### src/pcsc_pkg.sv
// ----------------------------------------------------------------------------
// Pulse channel sweep control package
// Item types, register indexes and constants shared by the channel control.
// ----------------------------------------------------------------------------
package pcsc_pkg;

    localparam int unsigned CfgIdxWidth  = 3;
    localparam int unsigned CfgDataWidth = 11;
    localparam int unsigned StepWidth    = 8;
    localparam int unsigned PaceWidth    = 3;
    localparam int unsigned PeriodWidth  = 11;

    localparam logic [7:0] DacMask = 8'hf8;
    localparam logic [5:0] LengthMax = 6'd63;
    localparam logic [3:0] VolumeMax = 4'd15;

    typedef enum logic [CfgIdxWidth-1:0] {
        REG_SWEEP       = 3'd0,
        REG_DUTY_LENGTH = 3'd1,
        REG_ENVELOPE    = 3'd2,
        REG_PERIOD      = 3'd3,
        REG_LENGTH_EN   = 3'd4,
        REG_POWER       = 3'd5
    } t_cfg_idx;

    typedef struct packed {
        logic                 trigger;
        logic                 length_tick;
        logic                 envelope_tick;
        logic                 sweep_tick;
        logic [StepWidth-1:0] envelope_step;
        logic [StepWidth-1:0] sweep_step;
    } t_in_item;

    typedef struct packed {
        logic                   active;
        logic [3:0]             volume;
        logic [PeriodWidth-1:0] period;
        logic [2:0]             duty_eighths;
        logic [5:0]             length_count;
    } t_out_item;

    function automatic logic [2:0] duty_eighths_of(input logic [1:0] code);
        logic [2:0] eighths;
        unique case (code)
            2'd0: eighths = 3'd1;
            2'd1: eighths = 3'd2;
            2'd2: eighths = 3'd4;
            2'd3: eighths = 3'd6;
            default: eighths = 3'd1;
        endcase
        return eighths;
    endfunction

endpackage

### src/pulse_channel_sweep_control.sv
// ----------------------------------------------------------------------------
// Pulse channel sweep control
// An accepted item passes envelope division and apply, then sweep division and
// apply; the divisions are two passes of one shared bit-serial remainder unit
// (envelope pace, then sweep pace). No new item is taken until the result is out.
// A finished result waits in an output register while the next item is taken.
// Reset (synchronous, active low) clears the settings, channel state and output.
// ----------------------------------------------------------------------------
module pulse_channel_sweep_control
    import pcsc_pkg::*;
(
    input  logic                    i_clk,
    input  logic                    i_rst_n,
    input  logic                    i_cfg_we,
    input  logic [CfgIdxWidth-1:0]  i_cfg_idx,
    input  logic [CfgDataWidth-1:0] i_cfg_data,
    input  logic                    i_valid,
    output logic                    o_stall,
    input  t_in_item                i_data,
    output logic                    o_valid,
    input  logic                    i_stall,
    output t_out_item               o_data
);

    typedef enum logic [2:0] {
        S_IDLE,
        S_ENV_DIV,
        S_ENV_APPLY,
        S_SWP_DIV,
        S_SWP_APPLY,
        S_OUT
    } t_state;

    t_state r_state;

    logic [6:0]             r_sweep_reg;
    logic [7:0]             r_duty_length_reg;
    logic [7:0]             r_envelope_reg;
    logic [PeriodWidth-1:0] r_period_reg;
    logic                   r_length_enable;
    logic                   r_power_on;

    logic [3:0]             r_volume;
    logic [2:0]             r_env_pace;
    logic                   r_env_up;
    logic [2:0]             r_duty;
    logic [5:0]             r_length;
    logic                   r_running;
    logic [PeriodWidth-1:0] r_period;

    logic                   r_work;
    t_in_item               r_item;
    t_out_item              r_out;
    logic                   r_out_valid;

    logic [StepWidth-1:0]   r_dvd;
    logic [PaceWidth-1:0]   r_div;
    logic [PaceWidth-1:0]   r_rem;
    logic [2:0]             r_cnt;

    logic                   n_accept;
    logic                   n_dac_on;
    logic [PaceWidth:0]     n_trial;
    logic [PaceWidth:0]     n_trial_sub;
    logic                   n_ge;
    logic [PaceWidth-1:0]   n_rem;
    logic [PeriodWidth-1:0] n_delta;
    logic [PeriodWidth:0]   n_sum;
    logic                   n_running;
    logic [5:0]             n_length;
    logic [2:0]             n_pace;

    assign o_stall  = (r_state != S_IDLE);
    assign n_accept = i_valid && !o_stall;
    assign n_dac_on = (r_envelope_reg & DacMask) != 8'd0;
    assign o_valid  = r_out_valid;
    assign o_data   = r_out;

    assign n_trial     = {r_rem, r_dvd[StepWidth-1]};
    assign n_ge        = n_trial >= {1'b0, r_div};
    assign n_trial_sub = n_trial - {1'b0, r_div};
    assign n_rem       = n_ge ? n_trial_sub[PaceWidth-1:0] : n_trial[PaceWidth-1:0];

    assign n_delta = r_period >> r_sweep_reg[2:0];
    assign n_sum   = {1'b0, r_period} + {1'b0, n_delta};

    // Trigger and length handling, applied in the accepting cycle.
    always_comb begin
        n_running = r_running;
        n_length  = r_length;
        n_pace    = r_env_pace;
        if (i_data.trigger) begin
            n_running = 1'b1;
            n_length  = r_duty_length_reg[5:0];
            n_pace    = r_envelope_reg[2:0];
        end
        if (r_length_enable && i_data.length_tick) begin
            if (n_length < LengthMax) begin
                n_length = n_length + 6'd1;
            end else begin
                n_running = 1'b0;
            end
        end
    end

    always_ff @(posedge i_clk) begin
        if (!i_rst_n) begin
            r_state           <= S_IDLE;
            r_sweep_reg       <= '0;
            r_duty_length_reg <= '0;
            r_envelope_reg    <= '0;
            r_period_reg      <= '0;
            r_length_enable   <= 1'b0;
            r_power_on        <= 1'b0;
            r_volume          <= '0;
            r_env_pace        <= '0;
            r_env_up          <= 1'b0;
            r_duty            <= '0;
            r_length          <= '0;
            r_running         <= 1'b0;
            r_period          <= '0;
            r_work            <= 1'b0;
            r_out_valid       <= 1'b0;
            r_out             <= '0;
        end else begin
            if (i_cfg_we) begin
                unique case (i_cfg_idx)
                    REG_SWEEP:       r_sweep_reg       <= i_cfg_data[6:0];
                    REG_DUTY_LENGTH: r_duty_length_reg <= i_cfg_data[7:0];
                    REG_ENVELOPE:    r_envelope_reg    <= i_cfg_data[7:0];
                    REG_PERIOD:      r_period_reg      <= i_cfg_data;
                    REG_LENGTH_EN:   r_length_enable   <= i_cfg_data[0];
                    REG_POWER:       r_power_on        <= i_cfg_data[0];
                    default: ;
                endcase
            end

            if (r_out_valid && !i_stall && r_state != S_OUT) begin
                r_out_valid <= 1'b0;
            end

            unique case (r_state)
                S_IDLE: begin
                    if (n_accept) begin
                        r_work  <= r_power_on && n_dac_on;
                        r_state <= S_ENV_DIV;
                        if (r_power_on && !n_dac_on) begin
                            r_running <= 1'b0;
                        end else if (r_power_on) begin
                            r_running <= n_running;
                            r_length  <= n_length;
                            r_env_pace <= n_pace;
                            if (i_data.trigger) begin
                                r_duty   <= duty_eighths_of(r_duty_length_reg[7:6]);
                                r_volume <= r_envelope_reg[7:4];
                                r_env_up <= r_envelope_reg[3];
                                r_period <= r_period_reg;
                            end
                        end
                    end
                end
                S_ENV_DIV: begin
                    if (r_cnt == 3'd7) begin
                        r_state <= S_ENV_APPLY;
                    end
                end
                S_ENV_APPLY: begin
                    r_state <= S_SWP_DIV;
                    if (r_work && r_env_pace != '0 && r_item.envelope_tick
                            && r_running && r_rem == '0) begin
                        if (r_env_up) begin
                            if (r_volume < VolumeMax) begin
                                r_volume <= r_volume + 4'd1;
                            end
                        end else if (r_volume != 4'd0) begin
                            r_volume <= r_volume - 4'd1;
                        end
                    end
                end
                S_SWP_DIV: begin
                    if (r_cnt == 3'd7) begin
                        r_state <= S_SWP_APPLY;
                    end
                end
                S_SWP_APPLY: begin
                    r_state <= S_OUT;
                    if (r_work && r_sweep_reg[6:4] != '0 && r_item.sweep_tick
                            && r_rem == '0) begin
                        if (r_sweep_reg[3]) begin
                            r_period <= r_period - n_delta;
                        end else begin
                            if (n_sum[PeriodWidth]) begin
                                r_running <= 1'b0;
                            end
                            r_period <= n_sum[PeriodWidth-1:0];
                        end
                    end
                end
                S_OUT: begin
                    if (!r_out_valid || !i_stall) begin
                        r_out.active       <= r_running;
                        r_out.volume       <= r_volume;
                        r_out.period       <= r_period;
                        r_out.duty_eighths <= r_duty;
                        r_out.length_count <= r_length;
                        r_out_valid        <= 1'b1;
                        r_state            <= S_IDLE;
                    end
                end
                default: r_state <= S_IDLE;
            endcase
        end
    end

    // Shared remainder unit: one dividend bit per cycle.
    always_ff @(posedge i_clk) begin
        if (r_state == S_IDLE && n_accept) begin
            r_item <= i_data;
            r_dvd  <= i_data.envelope_step;
            r_div  <= (i_data.trigger && r_power_on && n_dac_on)
                      ? r_envelope_reg[2:0] : r_env_pace;
            r_rem  <= '0;
            r_cnt  <= '0;
        end else if (r_state == S_ENV_APPLY) begin
            r_dvd <= r_item.sweep_step;
            r_div <= r_sweep_reg[6:4];
            r_rem <= '0;
            r_cnt <= '0;
        end else if (r_state == S_ENV_DIV || r_state == S_SWP_DIV) begin
            r_dvd <= {r_dvd[StepWidth-2:0], 1'b0};
            r_rem <= n_rem;
            r_cnt <= r_cnt + 3'd1;
        end
    end

endmodule
### config.mk
export PLATFORM = sky130hd
export DESIGN_NAME = pulse_channel_sweep_control
export DESIGN_NICKNAME = d
export VERILOG_FILES = /design/src/pcsc_pkg.sv /design/src/pulse_channel_sweep_control.sv
export SDC_FILE = /design/constraint.sdc
export NUM_CORES = 1
export LEC_CHECK = 0
export BUFFER_PORTS_ARGS = -buffer_cell sky130_fd_sc_hd__buf_2
export CORE_MARGIN = 2
export CORE_UTILIZATION = 23
export DETAILED_ROUTE_END_ITERATION = 10
export GPL_TIMING_DRIVEN = 0
export PLACE_DENSITY_LB_ADDON = 0.1
export SLEW_MARGIN = 20
export SYNTH_ARGS = -nofsm -noshare
export SYNTH_HDL_FRONTEND = slang
export SYNTH_SLANG_ARGS = --single-unit
### constraint.sdc
create_clock -name i_clk -period 4.4 [get_ports i_clk]
set_clock_uncertainty 0.05 [all_clocks]
set_input_delay 0.22 -clock i_clk [delete_from_list [all_inputs] [get_ports i_clk]]
set_output_delay 0.22 -clock i_clk [all_outputs]
set_load 0.05 [all_outputs]
======== Word level (Yosys, flattened, before mapping) ========
Cells that the tools add are included.
storage, ports and cells
  register bits after elaboration ......... 122
  output and inout port bits .............. 27
  word-level logic and storage cells ...... 164
cells by class
  $add $sub $neg .......................... 7
  order comparisons ....................... 3
  eq/ne operators ......................... 29
  shift-type cells ........................ 1
  muxes and demuxes ....................... 45
  bitwise gates (word level) .............. 1
  reduce and logical (&&, ||, !) cells .... 50
operators with widths
  operator              count
  $mux W11              6
  $mux W4               8
  $mux W3               8
  $mux W8               3
  $ne A2 B2 Y1 const B  11
  $pmux W11 S2          1
  $mux W6               3
  $pmux W3 S6           1
  $logic_and A1 B1 Y1   16
  $reduce_and A2 Y1     8
  $eq A3 B3 Y1 const B  5
  $add A11 B11 Y12      1
  $eq A3 B2 Y1 const B  4
  $mux W1               12
  $ne A3 B3 Y1 const B  4
  $pmux W3 S4           1
  $reduce_and A6 Y1     2
  $reduce_bool A3 Y1    4
  $shr A11 B3 Y11       1
  $sub A11 B11 Y11      1
  $logic_not A3 Y1      3
  $pmux W4 S2           1
  $reduce_and A4 Y1     2
  $reduce_and A8 Y1     1
  other kinds (21)      29

======== Depth between registers and ports, before layout ========
Gate-level depths: netlist of run 1.
  word-level depth ........................ 8
  gate-level depth with buffers ........... 14

======== Worst setup path after synthesis of run 1 ========
Ideal clock, no wire load.
  kind .................................... reg-to-reg
  from .................................... register r_sweep_reg[1]
  to ...................................... register r_period[8]
  data arrival time ....................... 2.992 ns
  data required time ...................... 4.217 ns
  path slack .............................. 1.225 ns
  stages on the path, launching flop included .. 14
  period minus slack after synthesis ...... 3.175 ns
  cells stage by stage .................... dfxtp_1 clkbuf_1 buf_1 mux2i_1 a21oi_1 mux2_2 ha_1 fa_1 nor2b_1 o21a_1 o21ai_0 o221ai_1 xnor2_1 o221ai_1
on the way
  cells in the longest elaborated chain, start to end .. 5
  elaborated cells on any way between the ends .. 6
  classes of those cells .................. add/sub: 2; shift: 1; mux: 3
RTL lines
  what                                                  RTL line                                                               RTL
  start: declaration                                    pulse_channel_sweep_control.sv:36                                      logic [6:0] r_sweep_reg;
  start signal: assignment                              pulse_channel_sweep_control.sv:128                                     REG_SWEEP: r_sweep_reg <= i_cfg_data[6:0];
  $shr A11 B3 Y11 *                                     pulse_channel_sweep_control.sv:84                                      assign n_delta = r_period >> r_sweep_reg[2:0];
  $add A11 B11 Y12 or $sub A11 B11 Y11 (tied branches)  pulse_channel_sweep_control.sv:85, pulse_channel_sweep_control.sv:190
  $mux W11 *                                            pulse_channel_sweep_control.sv:189                                     if (r_sweep_reg[3]) begin
  $mux W11 *                                            pulse_channel_sweep_control.sv:187                                     if (r_work && r_sweep_reg[6:4] != '0 && r_item.sweep_tick
  $pmux W11 S2 *                                        pulse_channel_sweep_control.sv:142                                     unique case (r_state)
  end signal: assignment                                pulse_channel_sweep_control.sv:157                                     r_period <= r_period_reg;
  end signal: assignment                                pulse_channel_sweep_control.sv:190                                     r_period <= r_period - n_delta;
  end signal: assignment                                pulse_channel_sweep_control.sv:195                                     r_period <= n_sum[PeriodWidth-1:0];
  end: declaration                                      pulse_channel_sweep_control.sv:49                                      logic [PeriodWidth-1:0] r_period;
Every way passes the cells marked *; elsewhere a longest branch is shown, timed or not. The select of a mux whose other input is x is not followed.
A chain may end at the register's enable or synchronous reset.

======== Final worst setup path of run 1 ========
  from .................................... register r_sweep_reg[1]
  to ...................................... register r_period[6]
Same word-level chain as after synthesis.

==> results of run 1 <==
worst max path at each step:
stage                       end  slack [ps]  cells after the start
detailed placement  r_period[8]         570                     12
finish              r_period[6]         540                     13
floorplan           r_period[8]        1220                     13
global placement    r_period[8]         470                     13
global route        r_period[8]         200                     13
CTS                 r_period[8]         530                     13
final cells by class:
class / instances / area (µm²) / share of cell area (%)
multi-input combinational: 584 / 3740 / 45.8
sequential: 122 / 2650 / 32.5
clock buffer: 23 / 504 / 6.18
tap: 384 / 480 / 5.89
timing repair buffer: 73 / 415 / 5.09
buffer: 43 / 193 / 2.36
inverter: 31 / 116 / 1.43
clock inverter: 8 / 58.8 / 0.721
Yosys cell counts, types with 4 or more instances:
master | count | area share [%]
buf_2 | 10 | 0.75
mux2_2 | 4 | 0.67
a211oi_1 | 4 | 0.45
or3_1 | 5 | 0.47
o21a_1 | 6 | 0.67
a31oi_1 | 9 | 0.84
nand3_1 | 23 | 1.7
inv_1 | 29 | 1.6
fa_1 | 4 | 1.2
mux4_2 | 4 | 1.3
a21o_1 | 5 | 0.56
nand2b_1 | 15 | 1.4
nand2_1 | 139 | 7.8
nor2_1 | 61 | 3.4
dfxtp_1 | 101 | 30
o31ai_1 | 6 | 0.67
nor3_1 | 17 | 1.3
o211ai_1 | 10 | 1.1
mux2i_1 | 51 | 7.6
nor2b_1 | 8 | 0.75
edfxtp_1 | 21 | 9.4
o21ai_0 | 31 | 2.3
clkbuf_1 | 26 | 1.5
a21oi_1 | 76 | 5.7
ha_1 | 32 | 6.0
xnor2_1 | 11 | 1.4
critical path: stages, from the launching register on:
cell	delay, ps
dfxtp_1	310
clkbuf_1	270
buf_1	430
mux2i_1	280
a21oi_1	120
mux2_2	300
ha_1	220
fa_1	400
nor2b_1	180
o211ai_1	140
a21boi_0	490
o221ai_1	240
xnor2_1	230
o21ai_0	90
layer usage:
metal  vias up  part of all wire (%)
li1       2926                     -
met3        17                   2.7
met2        95                    48
met4         0                   1.2
met1      2741                    48
met5         -                     0
cell families (layout without fill, tap and decap cells):
logic type / count (synthesis) / count (layout) / share of synthesized area, %
adders and majority gates: 36 / 36 / 7.17
and+or+nand+nor: 295 / 295 / 20.1
AOI/OAI and AO/OA: 181 / 181 / 17.2
xor gates and xnor gates: 13 / 13 / 1.70
muxes: 59 / 59 / 9.64
DFF: 122 / 122 / 39.6
buffers and inverters: 74 / 178 / 4.61
cell usage in the layout, fill, tap and decap left out, types with 6 or more instances in the layout:
cell | synthesis | routed
o21a_1 | 6 | 6
inv_1 | 29 | 29
xnor2_1 | 11 | 11
dlygate4sd3_1 | 0 | 10
a31oi_1 | 9 | 9
nor3_1 | 17 | 17
o31ai_1 | 6 | 6
edfxtp_1 | 21 | 21
o21ai_0 | 31 | 31
buf_2 | 10 | 73
nand3_1 | 23 | 23
nor2b_1 | 8 | 8
mux2i_1 | 51 | 51
dfxtp_1 | 101 | 101
clkbuf_16 | 0 | 19
clkbuf_1 | 26 | 28
nand2_1 | 139 | 139
ha_1 | 32 | 32
o211ai_1 | 10 | 10
nor2_1 | 61 | 61
a21oi_1 | 76 | 76
nand2b_1 | 15 | 15
stage by stage:
step | hold slack [ps] | cells
3_5_place_dp | 348 | 1227
2_1_floorplan | 269 | 780
6_report | 14.8 | 1268
3_3_place_gp | 346 | 1227
4_1_cts | 6.64 | 1268
5_1_grt | 31.6 | 1268
power breakdown:
group	total, W	switching, W	internal, W
sequential	0.00122	0.0000300	0.00119
clock	0.00133	0.000522	0.000809
combinational	0.000240	0.000146	0.0000944
total	0.00279	0.000698	0.00209
timing repair:
item,CTS,global route
setup endpoints to repair,0,0
buffers inserted,0,0
hold endpoints to repair,10,0
hold buffers,10,0
==> results.sh, run 1 <==
export IMPL_status="finished clean"
export IMPL_met1_usage_pct=19.0
export IMPL_whs_endpoint="r_period_reg[8]"
export IMPL_syn_num_nets=855
export IMPL_ys_seq_area_share_pct=39.6
export IMPL_crit_fanout=10
export IMPL_globalplace_congestion=0.750
export IMPL_leakage_nw=3.17
export IMPL_use_met2_pct=23.9
export IMPL_hold_start="i_cfg_data[8]"
export IMPL_clkTransAtPathRegs_ps=60
export IMPL_avgViaCountPerCell=4.56
export IMPL_portBuffers=63
export IMPL_worstMarginPinSlew_ps=907
export IMPL_powerDensity_nw_per_um2=342
export IMPL_clkSinkCount=122
export IMPL_hold_viol_final=0
export IMPL_clock_path_buffers=2
export IMPL_critPathArrivalTime_ps=4110
export IMPL_max_freq_mhz=259
export IMPL_post_dp_cell_area_um2=7500
export IMPL_relSlewSlack_pct=39.5
export IMPL_drt_initial_drc_count=288
export IMPL_cp_end_kind="flip-flop"
export IMPL_finalPower_w=0.00279
export IMPL_coreArea_um2=28700
export IMPL_start_util_pct=23.3
export IMPL_use_met3_pct=2.05
export IMPL_stdcell_area_um2=8160
export IMPL_whs_path_depth=3
export IMPL_cts_resized=0
export IMPL_max_cap_violations=0
export IMPL_avgRoutedWirePerCell_um=16.7
export IMPL_gr_usage_all_layers_pct=14.1
export IMPL_antenna_left=0
export IMPL_antenna_found_initial=0
export IMPL_cts_inserted_buffers=17
export IMPL_routed_wl_mm=21.2
export IMPL_crit_path_start_kind="flip-flop"
export IMPL_syn_cell_area_um2=6700
export IMPL_largest_reg_flops=25
export IMPL_hpwl_mm=16.2
export IMPL_r2r_end="r_period[6]"
export IMPL_synthArstFlopShare_pct=0
export IMPL_syn_mean_instance_area_um2=8.59
export IMPL_cts_tree="built"
export IMPL_grt_first_pass_wirelength_mm=33.4
export IMPL_final_nets=947
export IMPL_ys_types=71
export IMPL_synth_cells=780
export IMPL_dieArea_um2=30500
export IMPL_ys_flop_type="dfxtp_1"
export IMPL_syn2layout_area_growth_pct=21.8
export IMPL_yosys_warnings=0
export IMPL_worst_setup_path_type="flip-flop to flip-flop"
export IMPL_grt_pass1_vias=5795
export IMPL_diodes=0
export IMPL_firstDrtPassIters=4
export IMPL_pin_count=66
export IMPL_worst_slack_ps=542
export IMPL_synth_edf_count=21
export IMPL_min_period_over_period_pct=87.7
export IMPL_cts_max_level=4
export IMPL_r2r_start="r_sweep_reg[1]"
export IMPL_drc_errors=0
export IMPL_r2r_cells=13
export IMPL_grt_ovfl_total=0
export IMPL_fill_cells=3187
export IMPL_grt_busiest_layer="met2"
export IMPL_utilization_pct=28.4
export IMPL_peakVddDrop_mv=0.249
export IMPL_startpoint="r_sweep_reg[1]"
export IMPL_fin_tns_setup_ps=0
export IMPL_reg2reg_slack_ps=540
export IMPL_cts_root_buffer="clkbuf_16"
export IMPL_vias=5779
export IMPL_hold_path_class="input port to flip-flop"
export IMPL_grt_max_degree=20
export IMPL_finalWorstPathRequiredPeriod_ps=3860
export IMPL_clock_latency_ps=410
export IMPL_report_final_slew_viol_count=0
export IMPL_synth_seq_cells=122
export IMPL_preCtsSetupSlack_ps=569
export IMPL_setup_viol=0
export IMPL_die_y_um=175
export IMPL_rsz0062_at_grt="false"
export IMPL_die_x_um=175
export IMPL_rows=62
export IMPL_cp_required_ps=4650
export IMPL_drive_gt1_share_pct=14.5
Power figures use the tool's default switching activity.
==> inputs of run 2 (changes only) <==
BUFFER_PORTS_ARGS = default   (was -buffer_cell sky130_fd_sc_hd__buf_2)
DONT_BUFFER_PORTS = 1   (was default)
==> run 2 against run 1 <==
Die area stayed put. First-iteration DRC count is 6.3% lower. Core utilization is 0.48 points lower. Setup slack worse by 14 ps. Largest power group unchanged.
==> results.sh, run 2 (same netlist as run 1, synthesis figures left out) <==
export IMPL_status="finished clean"
export IMPL_grt_ovfl_total=0
export IMPL_avgRoutedWirePerCell_um=17.7
export IMPL_avgViaCountPerCell=4.59
export IMPL_hold_path_class="input port to flip-flop"
export IMPL_grt_pass1_vias=5754
export IMPL_crit_chain="clkbuf_1 > buf_1 > mux2i_1 > a21oi_1 > mux2_2 > ha_1 > fa_1 > nor2b_1 > o211ai_1 > a21boi_0 > o221ai_1 > xnor2_1 > o21ai_0"
export IMPL_rows=62
export IMPL_drt_initial_drc_count=270
export IMPL_cts_max_level=4
export IMPL_peakVddDrop_mv=0.267
export IMPL_cp_required_ps=4650
export IMPL_p_switching_w=0.000694
export IMPL_drive_gt1_share_pct=7.58
export IMPL_relSlewSlack_pct=41.1
export IMPL_clkTransAtPathRegs_ps=60
export IMPL_coreArea_um2=28700
export IMPL_vias=5656
export IMPL_final_cell_mix="nand2_1, dfxtp_1, a21oi_1"
export IMPL_cts_setup_buffers=0
export IMPL_clock_path_buffers=2
export IMPL_dieArea_um2=30500
export IMPL_antenna_left=0
export IMPL_clock_latency_ps=420
export IMPL_pin_count=66
export IMPL_cts_resized=0
export IMPL_report_final_slew_viol_count=0
export IMPL_finalWorstPathRequiredPeriod_ps=3870
export IMPL_globalplace_congestion=0.761
export IMPL_hold_viol_final=0
export IMPL_fin_tns_setup_ps=0
export IMPL_layout_commonest_cell="nand2_1"
export IMPL_cts_hold_buf=32
export IMPL_cpMaxStageDelayCell="a21boi_0"
export IMPL_swShare_pct=25.8
export IMPL_p_comb_share_pct=8.9
export IMPL_die_x_um=175
export IMPL_cp_end_kind="flip-flop"
export IMPL_antenna_found_initial=7
export IMPL_hold_slack_ps=23.1
export IMPL_crit_path_start_kind="flip-flop"
export IMPL_worst_setup_path_type="flip-flop to flip-flop"
export IMPL_start_util_pct=23.3
export IMPL_max_cap_violations=0
export IMPL_grt_max_degree=20
export IMPL_gr_usage_all_layers_pct=14.8
export IMPL_power_internal_w=0.00200
export IMPL_portBuffers=0
export IMPL_power_frac_clock_pct=45.8
export IMPL_seq_power_share_pct=45.3
export IMPL_hold_start="i_cfg_idx[1]"
export IMPL_grt_first_pass_wirelength_mm=34.5
export IMPL_firstDrtPassIters=5
export IMPL_routed_wl_mm=21.8
export IMPL_syn2layout_area_growth_pct=19.7
export IMPL_setup_viol=0
export IMPL_powerDensity_nw_per_um2=335
export IMPL_r2r_start="r_sweep_reg[1]"
export IMPL_final_nets=906
export IMPL_cts_root_buffer="clkbuf_16"
export IMPL_leakage_nw=2.93
export IMPL_crit_fanout=10
export IMPL_clkSinkCount=122
export IMPL_min_period_over_period_pct=88.0
export IMPL_cts_tree="built"
export IMPL_startpoint="r_sweep_reg[1]"
export IMPL_max_freq_mhz=258
export IMPL_worstMarginPinSlew_ps=884
export IMPL_slowest_delay_ps=500
export IMPL_rsz0062_at_grt="false"
export IMPL_critPathArrivalTime_ps=4120
export IMPL_cts_inserted_buffers=17
export IMPL_largest_reg_flops=25
export IMPL_drc_errors=0
export IMPL_hpwl_mm=16.4
export IMPL_die_y_um=175
## run 2: cell types whose count changed in the layout (fill, tap and decap cells not counted), sizes merged
cell / delta
buf: -63
dlygate4sd3: +22
clkbuf: -4
clkinvlp: +4
diode: +3
clkinv: +2
inv: -1
## run 2: cell type report
cell class              count  area (µm²)
fillers                  3203       20700
multi-input cells         584        3740
flip-flops and latches    122        2650
well taps                 384         480
clock buffers              19         433
repair buffers             32         320
plain buffers              43         193
inverters                  31         116
clock inverters            13        80.1
diodes                      3        7.51
## run 2: final timing paths
path                      to  slack (ps)  depth (start not counted)
min reg2reg  r_period_reg[1]         410                          2
min               r_power_on          20                          3
max reg2reg      r_period[6]         530                         13
max              r_period[6]         530                         13
## run 2: layer usage
layer	wire length [µm]	GRT usage [%]	up-vias
li1	-	-	2865
met1	10400	19.5	2690
met5	44	0	-
met2	10600	24.9	72
met3	606	3.13	21
met4	181	3.54	8
## run 2: stage by stage
step	util (%)	area [µm²]	std cells	setup slack (ps)	total power [W]
detailed placement	25.0	7180	1164	538	0.00146
floorplan	-	6700	780	1220	0.00139
global route	27.9	8020	1230	129	0.00282
global placement	25.0	7180	1164	445	0.00146
finish	27.9	8020	1231	528	0.00269
CTS	27.9	8010	1228	493	0.00274
## run 2: critical path: cells and delay by family (launching register included)
kind | cells | cell delay (ps)
multiplexers | 2 | 570
AO/OA/AOI/OAI | 5 | 1100
flip-flops | 1 | 300
AND/OR/NAND/NOR | 1 | 190
adder cells (fa/ha/maj) | 2 | 610
buffers and inverters | 2 | 710
XOR/XNOR | 1 | 220
## run 2: power groups by stage
stage / Combinational, W / Clock (W) / Sequential (W)
after floorplan: 0.000162 / 0 / 0.00123
after global placement: 0.000213 / 0 / 0.00124
after detailed placement: 0.000214 / 0 / 0.00124
after CTS: 0.000245 / 0.00128 / 0.00122
after global routing: 0.000275 / 0.00132 / 0.00123
final: 0.000239 / 0.00123 / 0.00122
